`src/rtl/core/adsr_pkg.sv`:
```
// ----------------------------------------------------------------------------
// adsr_pkg: shared types and constants for the ADSR envelope with VCA
// Register indexes, reset values, stage codes, controller states and the
// command and status groups between controller and datapath.
// ----------------------------------------------------------------------------
package adsr_pkg;

    localparam int CFG_IDX_BITS  = 2;
    localparam int CFG_DATA_BITS = 23;
    localparam int VEL_BITS      = 16;
    localparam int VEL_FRAC_BITS = 15;

    localparam logic [CFG_IDX_BITS-1:0] REG_ATTACK  = 2'd0;
    localparam logic [CFG_IDX_BITS-1:0] REG_DECAY   = 2'd1;
    localparam logic [CFG_IDX_BITS-1:0] REG_RELEASE = 2'd2;
    localparam logic [CFG_IDX_BITS-1:0] REG_SUSTAIN = 2'd3;

    localparam logic [21:0] RST_ATTACK  = 22'd175;
    localparam logic [21:0] RST_DECAY   = 22'd87;
    localparam logic [22:0] RST_RELEASE = 23'd350;
    localparam logic [22:0] RST_SUSTAIN = 23'd3355443;

    localparam logic [1:0] STAGE_IDLE    = 2'd0;
    localparam logic [1:0] STAGE_ATTACK  = 2'd1;
    localparam logic [1:0] STAGE_DECAY   = 2'd2;
    localparam logic [1:0] STAGE_RELEASE = 2'd3;

    typedef struct packed {
        logic [21:0] attack_step;
        logic [21:0] decay_step;
        logic [22:0] release_step;
        logic [22:0] sustain_level;
    } cfg_t;

    typedef enum logic [1:0] {
        ST_IDLE,
        ST_MUL_LEVEL,
        ST_MUL_VEL,
        ST_FINISH
    } state_t;

    typedef struct packed {
        logic env_load;
        logic mul_level;
        logic mul_vel;
        logic out_load;
    } cmd_t;

    typedef struct packed {
        logic out_stall;
    } sts_t;

endpackage

```
`src/rtl/core/adsr_cfg.sv`:
```
// ----------------------------------------------------------------------------
// adsr_cfg: configuration register file
// Holds the attack, decay and release steps and the sustain level, written
// one beat at a time through the configuration channel.
// ----------------------------------------------------------------------------
module adsr_cfg
    import adsr_pkg::*;
(
    input  logic                     clk,
    input  logic                     rst_n,
    input  logic                     cfg_valid,
    output logic                     cfg_ready,
    input  logic [CFG_IDX_BITS-1:0]  cfg_index,
    input  logic [CFG_DATA_BITS-1:0] cfg_data,
    output cfg_t                     cfg
);

    cfg_t cfg_reg;
    cfg_t cfg_next;

    assign cfg_ready = 1'b1;
    assign cfg = cfg_reg;

    always_comb
    begin
        cfg_next = cfg_reg;
        if (cfg_valid)
        begin
            unique case (cfg_index)
                REG_ATTACK:  cfg_next.attack_step   = cfg_data[21:0];
                REG_DECAY:   cfg_next.decay_step    = cfg_data[21:0];
                REG_RELEASE: cfg_next.release_step  = cfg_data[22:0];
                REG_SUSTAIN: cfg_next.sustain_level = cfg_data[22:0];
                default:     cfg_next = cfg_reg;
            endcase
        end
    end

    always_ff @(posedge clk or negedge rst_n)
    begin
        if (!rst_n)
        begin
            cfg_reg.attack_step   <= RST_ATTACK;
            cfg_reg.decay_step    <= RST_DECAY;
            cfg_reg.release_step  <= RST_RELEASE;
            cfg_reg.sustain_level <= RST_SUSTAIN;
        end
        else
        begin
            cfg_reg <= cfg_next;
        end
    end

endmodule

```
`src/rtl/core/adsr_ctrl.sv`:
```
// ----------------------------------------------------------------------------
// adsr_ctrl: sequencing controller
// Accepts one tick, then steps the shared multiplier through the level and
// velocity products and loads the output register when it is free.
// ----------------------------------------------------------------------------
module adsr_ctrl
    import adsr_pkg::*;
(
    input  logic clk,
    input  logic rst_n,
    input  logic in_valid,
    output logic in_ready,
    input  sts_t sts,
    output cmd_t cmd
);

    state_t state_reg;
    state_t state_next;

    always_comb
    begin
        state_next = state_reg;
        unique case (state_reg)
            ST_IDLE:
            begin
                if (in_valid)
                begin
                    state_next = ST_MUL_LEVEL;
                end
            end
            ST_MUL_LEVEL: state_next = ST_MUL_VEL;
            ST_MUL_VEL:   state_next = ST_FINISH;
            ST_FINISH:
            begin
                if (!sts.out_stall)
                begin
                    state_next = ST_IDLE;
                end
            end
            default:      state_next = ST_IDLE;
        endcase
    end

    always_comb
    begin
        in_ready = 1'b0;
        cmd      = '0;
        unique case (state_reg)
            ST_IDLE:
            begin
                in_ready     = 1'b1;
                cmd.env_load = in_valid;
            end
            ST_MUL_LEVEL: cmd.mul_level = 1'b1;
            ST_MUL_VEL:   cmd.mul_vel = 1'b1;
            ST_FINISH:    cmd.out_load = !sts.out_stall;
            default:      cmd = '0;
        endcase
    end

    always_ff @(posedge clk or negedge rst_n)
    begin
        if (!rst_n)
        begin
            state_reg <= ST_IDLE;
        end
        else
        begin
            state_reg <= state_next;
        end
    end

endmodule

```
`src/rtl/core/adsr_dp.sv`:
```
// ----------------------------------------------------------------------------
// adsr_dp: envelope and amplifier datapath
// Updates the envelope state on each accepted tick, scales the sample by
// the level and the velocity on one shared multiplier, and holds the result.
// ----------------------------------------------------------------------------
module adsr_dp
    import adsr_pkg::*;
#(
    parameter int SAMPLE_BITS     = 24,
    parameter int LEVEL_FRAC_BITS = 22
)
(
    input  logic                         clk,
    input  logic                         rst_n,
    input  cmd_t                         cmd,
    output sts_t                         sts,
    input  cfg_t                         cfg,
    input  logic                         gate_high,
    input  logic signed [SAMPLE_BITS-1:0] audio_in,
    input  logic [VEL_BITS-1:0]          velocity_gain,
    output logic                         out_valid,
    input  logic                         out_ready,
    output logic signed [LEVEL_FRAC_BITS+1:0] envelope_level,
    output logic [1:0]                   stage,
    output logic signed [SAMPLE_BITS-1:0] audio_out
);

    localparam int LB = LEVEL_FRAC_BITS + 2;
    localparam int W  = ((LB > CFG_DATA_BITS) ? LB : CFG_DATA_BITS) + 2;
    localparam int BW = (LB > VEL_BITS + 1) ? LB : VEL_BITS + 1;
    localparam int PW = SAMPLE_BITS + BW;
    localparam int QW = PW + 1;

    localparam logic signed [W-1:0] LVL_ONE  = W'(1) <<< LEVEL_FRAC_BITS;
    localparam logic signed [W-1:0] LVL_HALF = LVL_ONE >>> 1;
    localparam logic signed [W-1:0] LVL_MAX  = (LVL_ONE <<< 1) - W'(1);
    localparam logic signed [W-1:0] LVL_MIN  = ~LVL_MAX;
    localparam logic signed [W-1:0] STEP_MIN = W'(1);
    localparam longint MARGIN_VAL = ((64'd1 << LEVEL_FRAC_BITS) + 64'd500) / 64'd1000;
    localparam logic signed [W-1:0] SUS_MARGIN = W'(MARGIN_VAL);

    localparam logic signed [QW-1:0] S_MAX  = (QW'(1) <<< (SAMPLE_BITS - 1)) - QW'(1);
    localparam logic signed [QW-1:0] S_MIN  = ~S_MAX;
    localparam logic signed [QW-1:0] RND_LV = QW'(1) <<< (LEVEL_FRAC_BITS - 1);
    localparam logic signed [QW-1:0] RND_VL = QW'(1) <<< (VEL_FRAC_BITS - 1);

    logic signed [LB-1:0]          level_reg;
    logic signed [LB-1:0]          level_next;
    logic                          in_attack_reg;
    logic                          in_attack_next;
    logic                          running_reg;
    logic                          running_next;
    logic                          last_gate_reg;
    logic [1:0]                    stage_reg;
    logic [1:0]                    stage_next;
    logic signed [SAMPLE_BITS-1:0] audio_reg;
    logic [VEL_BITS-1:0]           vel_reg;
    logic signed [PW-1:0]          prod_reg;
    logic                          out_valid_reg;
    logic signed [LB-1:0]          env_out_reg;
    logic [1:0]                    stage_out_reg;
    logic signed [SAMPLE_BITS-1:0] audio_out_reg;

    logic signed [W-1:0] a_raw;
    logic signed [W-1:0] d_raw;
    logic signed [W-1:0] r_raw;
    logic signed [W-1:0] s_raw;
    logic signed [W-1:0] a_eff;
    logic signed [W-1:0] d_eff;
    logic signed [W-1:0] r_eff;
    logic signed [W-1:0] s_eff;
    logic signed [W-1:0] lvl;
    logic signed [W-1:0] sum_a;
    logic signed [W-1:0] sum_d;
    logic signed [W-1:0] sum_r;
    logic signed [W-1:0] sat_a;
    logic signed [W-1:0] sat_d;
    logic signed [W-1:0] sat_r;
    logic                rise;
    logic                att;
    logic                run;

    logic signed [QW-1:0]          q_lv;
    logic signed [QW-1:0]          sh_lv;
    logic signed [SAMPLE_BITS-1:0] t_lv;
    logic signed [QW-1:0]          q_vl;
    logic signed [QW-1:0]          sh_vl;
    logic signed [SAMPLE_BITS-1:0] t_vl;
    logic signed [SAMPLE_BITS-1:0] mul_a;
    logic signed [BW-1:0]          mul_b;
    logic signed [PW-1:0]          mul_p;

    assign a_raw = signed'(W'(cfg.attack_step));
    assign d_raw = signed'(W'(cfg.decay_step));
    assign r_raw = signed'(W'(cfg.release_step));
    assign s_raw = signed'(W'(cfg.sustain_level));

    assign a_eff = (a_raw < STEP_MIN) ? STEP_MIN : ((a_raw > LVL_HALF) ? LVL_HALF : a_raw);
    assign d_eff = (d_raw > LVL_HALF) ? LVL_HALF : d_raw;
    assign r_eff = (r_raw < STEP_MIN) ? STEP_MIN : ((r_raw > LVL_ONE) ? LVL_ONE : r_raw);
    assign s_eff = (s_raw > LVL_ONE) ? LVL_ONE : s_raw;

    assign lvl   = W'(level_reg);
    assign sum_a = lvl + a_eff;
    assign sum_d = lvl - d_eff;
    assign sum_r = lvl - r_eff;
    assign sat_a = (sum_a > LVL_MAX) ? LVL_MAX : ((sum_a < LVL_MIN) ? LVL_MIN : sum_a);
    assign sat_d = (sum_d > LVL_MAX) ? LVL_MAX : ((sum_d < LVL_MIN) ? LVL_MIN : sum_d);
    assign sat_r = (sum_r > LVL_MAX) ? LVL_MAX : ((sum_r < LVL_MIN) ? LVL_MIN : sum_r);

    assign rise = gate_high && !last_gate_reg;
    assign att  = rise || in_attack_reg;
    assign run  = rise || running_reg;

    always_comb
    begin
        level_next     = level_reg;
        in_attack_next = att;
        running_next   = run;
        stage_next     = STAGE_IDLE;
        if (!run)
        begin
            level_next = '0;
            stage_next = STAGE_IDLE;
        end
        else if (gate_high)
        begin
            if (att)
            begin
                stage_next     = STAGE_ATTACK;
                level_next     = sat_a[LB-1:0];
                in_attack_next = !(sat_a >= LVL_ONE);
            end
            else
            begin
                stage_next = STAGE_DECAY;
                if (lvl <= s_eff + SUS_MARGIN)
                begin
                    level_next = s_eff[LB-1:0];
                end
                else
                begin
                    level_next = sat_d[LB-1:0];
                end
            end
        end
        else
        begin
            stage_next   = STAGE_RELEASE;
            level_next   = sat_r[LB-1:0];
            running_next = !(sat_r <= -r_eff);
        end
    end

    // The first product is rounded and saturated before it feeds the second pass.
    assign q_lv  = QW'(prod_reg) + RND_LV;
    assign sh_lv = q_lv >>> LEVEL_FRAC_BITS;
    assign t_lv  = (sh_lv > S_MAX) ? S_MAX[SAMPLE_BITS-1:0] :
                   ((sh_lv < S_MIN) ? S_MIN[SAMPLE_BITS-1:0] : sh_lv[SAMPLE_BITS-1:0]);

    assign q_vl  = QW'(prod_reg) + RND_VL;
    assign sh_vl = q_vl >>> VEL_FRAC_BITS;
    assign t_vl  = (sh_vl > S_MAX) ? S_MAX[SAMPLE_BITS-1:0] :
                   ((sh_vl < S_MIN) ? S_MIN[SAMPLE_BITS-1:0] : sh_vl[SAMPLE_BITS-1:0]);

    assign mul_a = cmd.mul_vel ? t_lv : audio_reg;
    assign mul_b = cmd.mul_vel ? signed'(BW'(vel_reg)) : BW'(level_reg);
    assign mul_p = PW'(mul_a) * PW'(mul_b);

    always_ff @(posedge clk or negedge rst_n)
    begin
        if (!rst_n)
        begin
            level_reg     <= '0;
            in_attack_reg <= 1'b0;
            running_reg   <= 1'b0;
            last_gate_reg <= 1'b0;
            out_valid_reg <= 1'b0;
        end
        else
        begin
            if (cmd.env_load)
            begin
                level_reg     <= level_next;
                in_attack_reg <= in_attack_next;
                running_reg   <= running_next;
                last_gate_reg <= gate_high;
            end
            if (cmd.out_load)
            begin
                out_valid_reg <= 1'b1;
            end
            else if (out_ready)
            begin
                out_valid_reg <= 1'b0;
            end
        end
    end

    always_ff @(posedge clk)
    begin
        if (cmd.env_load)
        begin
            stage_reg <= stage_next;
            audio_reg <= audio_in;
            vel_reg   <= velocity_gain;
        end
        if (cmd.mul_level || cmd.mul_vel)
        begin
            prod_reg <= mul_p;
        end
        if (cmd.out_load)
        begin
            env_out_reg   <= level_reg;
            stage_out_reg <= stage_reg;
            audio_out_reg <= t_vl;
        end
    end

    assign sts.out_stall  = out_valid_reg && !out_ready;
    assign out_valid      = out_valid_reg;
    assign envelope_level = env_out_reg;
    assign stage          = stage_out_reg;
    assign audio_out      = audio_out_reg;

endmodule

```
`src/rtl/core/adsr_envelope_with_vca.sv`:
```
// An accepted tick steps through the level product, the velocity product and the
// output load, with both products formed on the single shared multiplier. The load
// waits while the held result is not yet taken, and no new tick is accepted until then.
// The output register lets the next tick be accepted while a result waits.
// Reset clears the envelope state, the controller and output valid, and loads the
// default attack, decay, release and sustain settings.
// ----------------------------------------------------------------------------
// adsr_envelope_with_vca: ADSR envelope generator with amplifier
// Gate driven attack, decay, sustain and release envelope that scales each
// audio sample by the envelope level and the velocity gain.
// ----------------------------------------------------------------------------
module adsr_envelope_with_vca
    import adsr_pkg::*;
#(
    parameter int SAMPLE_BITS     = 24,
    parameter int LEVEL_FRAC_BITS = 22
)
(
    input  logic                              clk,
    input  logic                              rst_n,
    input  logic                              cfg_valid,
    output logic                              cfg_ready,
    input  logic [CFG_IDX_BITS-1:0]           cfg_index,
    input  logic [CFG_DATA_BITS-1:0]          cfg_data,
    input  logic                              in_valid,
    output logic                              in_ready,
    input  logic                              gate_high,
    input  logic signed [SAMPLE_BITS-1:0]     audio_in,
    input  logic [VEL_BITS-1:0]               velocity_gain,
    output logic                              out_valid,
    input  logic                              out_ready,
    output logic signed [LEVEL_FRAC_BITS+1:0] envelope_level,
    output logic [1:0]                        stage,
    output logic signed [SAMPLE_BITS-1:0]     audio_out
);

    cfg_t cfg;
    cmd_t cmd;
    sts_t sts;

    adsr_cfg u_cfg (
        .clk       (clk),
        .rst_n     (rst_n),
        .cfg_valid (cfg_valid),
        .cfg_ready (cfg_ready),
        .cfg_index (cfg_index),
        .cfg_data  (cfg_data),
        .cfg       (cfg)
    );

    adsr_ctrl u_ctrl (
        .clk      (clk),
        .rst_n    (rst_n),
        .in_valid (in_valid),
        .in_ready (in_ready),
        .sts      (sts),
        .cmd      (cmd)
    );

    adsr_dp #(
        .SAMPLE_BITS     (SAMPLE_BITS),
        .LEVEL_FRAC_BITS (LEVEL_FRAC_BITS)
    ) u_dp (
        .clk            (clk),
        .rst_n          (rst_n),
        .cmd            (cmd),
        .sts            (sts),
        .cfg            (cfg),
        .gate_high      (gate_high),
        .audio_in       (audio_in),
        .velocity_gain  (velocity_gain),
        .out_valid      (out_valid),
        .out_ready      (out_ready),
        .envelope_level (envelope_level),
        .stage          (stage),
        .audio_out      (audio_out)
    );

endmodule

```
`config.mk`:
```
export PLATFORM = sky130hd
export DESIGN_NAME = adsr_envelope_with_vca
export DESIGN_NICKNAME = d
export VERILOG_FILES = /design/src/rtl/core/adsr_pkg.sv /design/src/rtl/core/adsr_cfg.sv /design/src/rtl/core/adsr_ctrl.sv /design/src/rtl/core/adsr_dp.sv /design/src/rtl/core/adsr_envelope_with_vca.sv
export SDC_FILE = /design/constraint.sdc
export NUM_CORES = 2
export LEC_CHECK = 0
export BUFFER_PORTS_ARGS = -buffer_cell sky130_fd_sc_hd__buf_4
export CAP_MARGIN = 20
export CORE_ASPECT_RATIO = 0.75
export CORE_MARGIN = 2
export CORE_UTILIZATION = 32
export CTS_CLUSTER_DIAMETER = 50
export DETAILED_ROUTE_END_ITERATION = 12
export SLEW_MARGIN = 40
export SYNTH_ARGS = -nofsm -noshare
export SYNTH_HDL_FRONTEND = slang
export SYNTH_HIERARCHICAL = 1
export SYNTH_SLANG_ARGS = --single-unit
```
`constraint.sdc`:
```
create_clock -name clk -period 20.7 [get_ports clk]
set_input_delay 4.14 -clock clk [delete_from_list [all_inputs] [get_ports clk]]
set_output_delay 4.14 -clock clk [all_outputs]
set_load 0.03 [all_outputs]
```
### Word level (Yosys, flattened, before mapping)

Cells that the tools add are included.

| storage, ports and cells | value |
|---|---|
| output and inout port bits | 53 |
| input bits | 71 |
| register bits | 260 |

| operators by class | value |
|---|---|
| reduce and logical (&&, ||, !) cells | 18 |
| $add $sub $neg | 7 |
| magnitude comparators | 19 |
| multiply operators | 1 |
| equal/unequal tests | 8 |
| multiplexer cells | 38 |

Operators by type and width:

| kind | count |
|---|---|
| 24-bit two-way mux | 11 |
| 26-bit two-way mux | 6 |
| 26-bit by 24-bit > comparator with 1-bit output, second input constant | 3 |
| 26-bit by 24-bit < comparator with 1-bit output, second input constant | 3 |
| 48-bit by 16-bit adder with 49-bit output, second input constant | 1 |
| 48-bit by 23-bit adder with 49-bit output, second input constant | 1 |
| 24-bit by 24-bit multiplier with 48-bit output | 1 |
| 23-bit > comparator, second input constant | 2 |
| 23-bit two-way mux | 2 |
| 22-bit > comparator, second input constant | 2 |
| 22-bit two-way mux | 2 |
| 34-bit by 24-bit > comparator with 1-bit output, second input constant | 1 |
| 34-bit by 24-bit < comparator with 1-bit output, second input constant | 1 |
| 27-bit by 24-bit > comparator with 1-bit output, second input constant | 1 |
| 27-bit by 24-bit < comparator with 1-bit output, second input constant | 1 |
| 24-bit by 26-bit adder with 26-bit output | 1 |
| 26-bit by 14-bit adder with 26-bit output, second input constant | 1 |
| 26-bit by 24-bit >= comparator with 1-bit output, second input constant | 1 |
| 24-bit by 26-bit less-or-equal comparator with 1-bit output | 1 |
| 26-bit less-or-equal comparator | 1 |
| 26-bit negator | 1 |
| 24-bit by 26-bit subtractor with 26-bit output | 1 |
| 24-bit by 23-bit subtractor with 25-bit output | 1 |
| 23-bit by 1-bit < comparator with 1-bit output, second input constant | 1 |
| other kinds (13) | 44 |

### Depth between registers and ports, before layout

| logic depth | value |
|---|---|
| depth after elaboration | 12 |
| mapped depth | 38 |
| mapped depth without buffers | 36 |

### By module

Netlist, hierarchy kept.

By module, submodules not included:

| module | cells each | area an instance (µm²) | seq. area each (µm²) | instances |
|---|---|---|---|---|
| adsr_dp | 3804 | 33907.5 | 4484.3 | 1 |
| adsr_cfg | 194 | 3390.8 | 2288.4 | 1 |
| adsr_ctrl | 16 | 176.4 | 50.0 | 1 |

### Worst setup path before layout

No wires, ideal clock.

| timing | value |
|---|---|
| path type | reg2reg |
| from | reg u_dp.prod_reg[21] |
| to | reg u_dp.prod_reg[47] (data pin) |
| setup time | 0.266 ns |
| path buffers | 2 |
| required time | 20.434 ns |
| stages on the path, launching flop included | 33 |
| slack | 11.406 ns |
| arrival | 9.027 ns |
| period minus slack after synthesis | 9.294 ns |
| path through | edfxtp_1 -> ha_1 -> nand3_2 -> nor4_4 -> nand3_1 -> xor2_1 -> o21a_1 -> clkbuf_1 -> clkbuf_1 -> o21ai_0 -> a21oi_1 -> nor2_1 -> fa_1 -> fa_1 -> inv_1 -> fa_1 -> fa_1 -> inv_1 -> fa_1 -> fa_1 -> inv_1 -> fa_1 -> inv_1 -> ha_1 -> nand3_1 -> nor2_1 -> or4b_1 -> and2_1 -> a2111oi_4 -> o2111ai_2 -> a21oi_2 -> mux2i_1 -> nand4_1 |

| on the way | value |
|---|---|
| word-level cells in the longest chain between the ends | 6 |
| elaborated cells between the ends (all ways) | 7 |
| classes of those cells | 1 x add/sub; 1 x mul; 2 x order compare; 3 x mux |

Ends and longest elaborated chain:

| what | RTL line | source |
|---|---|---|
| start: declaration | adsr_dp.sv:58 | `logic signed [PW-1:0] prod_reg;` |
| start signal: assignment | adsr_dp.sv:210 | `prod_reg <= mul_p;` |
| 48-bit by 23-bit adder with 49-bit output (*) | adsr_dp.sv:156 | `assign q_lv = QW'(prod_reg) + RND_LV;` |
| 27-bit by 24-bit < comparator with 1-bit output | adsr_dp.sv:159 | `((sh_lv < S_MIN) ? S_MIN[SAMPLE_BITS-1:0] : sh_lv[SAMPLE_BITS-1:0]);` |
| 24-bit two-way mux | adsr_dp.sv:159 |  |
| 24-bit two-way mux (*) | adsr_dp.sv:158 | `assign t_lv = (sh_lv > S_MAX) ? S_MAX[SAMPLE_BITS-1:0] :` |
| 24-bit two-way mux (*) | adsr_dp.sv:166 | `assign mul_a = cmd.mul_vel ? t_lv : audio_reg;` |
| 24-bit by 24-bit multiplier with 48-bit output (*) | adsr_dp.sv:168 | `assign mul_p = PW'(mul_a) * PW'(mul_b);` |
| net u_dp.mul_p[47] | adsr_dp.sv:91 | `logic signed [PW-1:0] mul_p;` |

Mark *: on every way through the listed nets, which the timed path passes. The rest lies on a longest branch.
A chain may end at the register's enable or synchronous reset.

### Final worst setup path

| timing | value |
|---|---|
| from | reg u_dp.prod_reg[21] |
| to | reg u_dp.prod_reg[44] (data pin) |

The elaborated chain is that of the path after synthesis.

==> results.py <==
metrics = {
    "final_layout": {
        "area_growth_syn_to_layout_pct": 11.0,
        "stdcell_count": 5666,
        "postLayoutCellArea_sq_mm": 0.0416,
        "largest_reg_flops": 90,
        "drive_above_1_share_pct": 10.9,
        "final_nets": 5030,
    },
    "synthesis": {
        "synth_cell_type_count": 93,
        "yosysWarnings": 6,
        "synth_edf_count": 126,
        "async_reset_ff_share_pct": 48.8,
        "avgSynthCellArea_sq_um": 9.34,
        "syn_inst": 4014,
        "synth-seq-cells": 246,
        "synth_ff_type": "edfxtp_1",
        "syn_area_sq_mm": 0.0375,
        "ys_seq_area_share_pct": 18.2,
    },
    "worst_setup_path": {
        "crit_fanout": 20,
        "worstReg2RegEnd": "u_dp/prod_reg[44]",
        "arrival_ps": 11300,
        "critPathKind": "flip-flop to flip-flop",
        "crit_path_top_delay_cell": "a21o_1",
        "reg2reg_depth": 30,
        "regToRegSetupSlack_ps": 9720,
        "r2r-start": "u_dp/prod_reg[21]",
        "cp_top_family": "adder cells",
        "required_ps": 21020,
        "crit_start": "u_dp/prod_reg[21]",
        "cp.buffers_inverters": 4,
        "cp_common_cell": "fa_1",
        "cpPeakStageDelay_ps": 720,
        "start_kind": "flip-flop",
        "end_kind": "flip-flop",
    },
    "place": {
        "placed_area_sq_mm": 0.0404,
        "place_inst": 5596,
        "port_buffers": 122,
        "hpwl_um": 108000,
        "routabilityCongestion": 0.953,
    },
    "drt": {
        "route.detailed.drc": 0,
        "vias_per_cell": 5.28,
        "dr.pass1.iters": 6,
        "wl_um": 132000,
        "vias": 29916,
        "ant_nets": 0,
        "drt_iter0_markers": 3173,
        "wl_per_cell_um": 23.3,
    },
    "timing": {
        "period_share_pct": 53.1,
        "clock.fmax_mhz": 91.0,
        "tightest_slew_ps": 946,
        "maxSlewViolCount": 0,
        "relSlewSlack_pct": 36.9,
        "rsz0062_at_grt": "no",
        "fin_setup_tns_ps": 0,
        "setup_violations": 0,
        "post-route-min-period_ps": 10980,
        "hold_violations": 0,
        "skew_ps": 24.1,
    },
    "cts": {
        "clk_latency_ps": 600,
        "cts_tree": "built",
        "ctsHoldBuffers": 0,
        "clock_tree.buffer_depth": 3,
        "htreeDepth": 2,
        "numCtsBuffers": 36,
        "root_buffer": "clkbuf_16",
        "ctsResizeCount": 0,
        "clk_pin_slew_ps": 60,
        "cts_setup_buffers": 0,
        "clock_sinks": 246,
    },
    "die": {
        "die_width_um": 399,
        "core_area_sq_mm": 0.116,
        "initial_core_util_pct": 32.3,
        "io_pins": 124,
        "row_count": 108,
        "die_h_um": 300,
        "die_area_sq_mm": 0.120,
    },
    "global_routing": {
        "overflow": 0,
        "grt_max_degree": 67,
        "track_usage_pct": 22.3,
        "grt_pass1_vias": 29829,
        "antenna_found_initial": 6,
        "grt_pass1_wl_um": 198000,
    },
    "run": {
        "maxCapViolations": 0,
    },
    "worst_hold_path": {
        "hold_depth": 0,
        "hold_path_startpoint": "u_dp/stage_reg[1]",
        "min_to": "u_dp/stage[1]",
        "hold_path_class": "flip-flop to flip-flop",
    },
    "status": {
        "status": "finished clean",
    },
}
## cell usage after synthesis, drive strengths merged, types with 13 or more instances
master	n	area share (%)
nor4	25	0.47
and2	70	1.2
nor2	342	3.4
o21ai	124	1.7
nand3	47	0.64
dfstp	29	2.0
nand2b	26	0.43
mux2	98	3.0
o211ai	20	0.41
a21o	73	1.5
o22ai	15	0.25
or3	15	0.25
a31oi	21	0.35
a21oi	144	1.9
ha	256	8.5
clkbuf	112	1.1
and3	55	0.92
nand4	35	0.58
mux2i	13	0.35
fa	609	33
buf	37	0.45
nand2	441	4.4
edfxtp	126	10
or2	20	0.33
dfrtp	91	6.1
xnor2	116	2.7
nor3	33	0.44
nor2b	41	0.68
xor2	64	1.5
o21a	30	0.60
inv	718	7.2
o41ai	13	0.30
## cell usage in the layout, fill, tap and decap left out, drive strengths merged, types with 46 or more instances in the layout
master,count
inv,725
fa,609
nand2,441
nor2,342
ha,256
buf,190
a21oi,144
edfxtp,126
o21ai,124
xnor2,116
mux2,98
dfrtp,91
a21o,73
and2,70
xor2,64
and3,55
nand3,47
clkbuf,46
## how the worst max path moves through the flow
stage          cells past startpoint           endpoint  slack, ps
2_1_floorplan                     32  u_dp/prod_reg[47]      11410
3_3_place_gp                      30  u_dp/prod_reg[47]       9760
3_5_place_dp                      30  u_dp/prod_reg[44]       9830
4_1_cts                           30  u_dp/prod_reg[44]       9810
5_1_grt                           30  u_dp/prod_reg[47]       9300
6_report                          30  u_dp/prod_reg[44]       9720
## through the flow
step	hold slack, ps	setup slack (ps)	utilization, %
after CTS	435	9810	35.9
final	429	9720	35.9
after global routing	462	9300	35.9
after detailed placement	420	9830	34.8
after global placement	407	9760	34.7
after floorplan	400	11410	-
## worst register-to-register path, delay by kind of cell, from the launching register on
family / cells / cell delay, ps
AOI/OAI and AO/OA: 7 / 3190
xor gates and xnor gates: 1 / 160
adders and majority gates: 9 / 4230
buffers and inverters: 4 / 200
DFF: 1 / 490
and+or+nand+nor: 9 / 2440
## routing by layer
metal	vias to the layer above	GRT usage, %	wire length, um
li1	13071	-	-
met1	15128	33.0	58700
met2	1540	31.1	53700
met3	177	7.03	16400
met4	0	5.49	3260
met5	-	0	0
## logic make-up after synthesis
family                   synth area share [%]
multiplexers                             3.30
AO/OA/AOI/OAI                            9.86
adder cells (fa/ha/maj)                  41.1
AND/OR/NAND/NOR                          14.5
other                                  0.0300
XOR/XNOR                                 4.21
flip-flops                               18.2
buffers and inverters                    8.83
## final cells by class
class	count	area [sq um]
clock buffer	46	978
inverter	721	2710
clock inverter	20	209
antenna	4	10.0
fill	11746	74300
timing repair buffer	190	1450
sequential	246	6820
multi-input combinational	2899	27500
tap	1540	1930
Power is left out: the tool's default activity adds up to more than one toggle a clock period on the data nets, which glitch-free logic cannot reach.
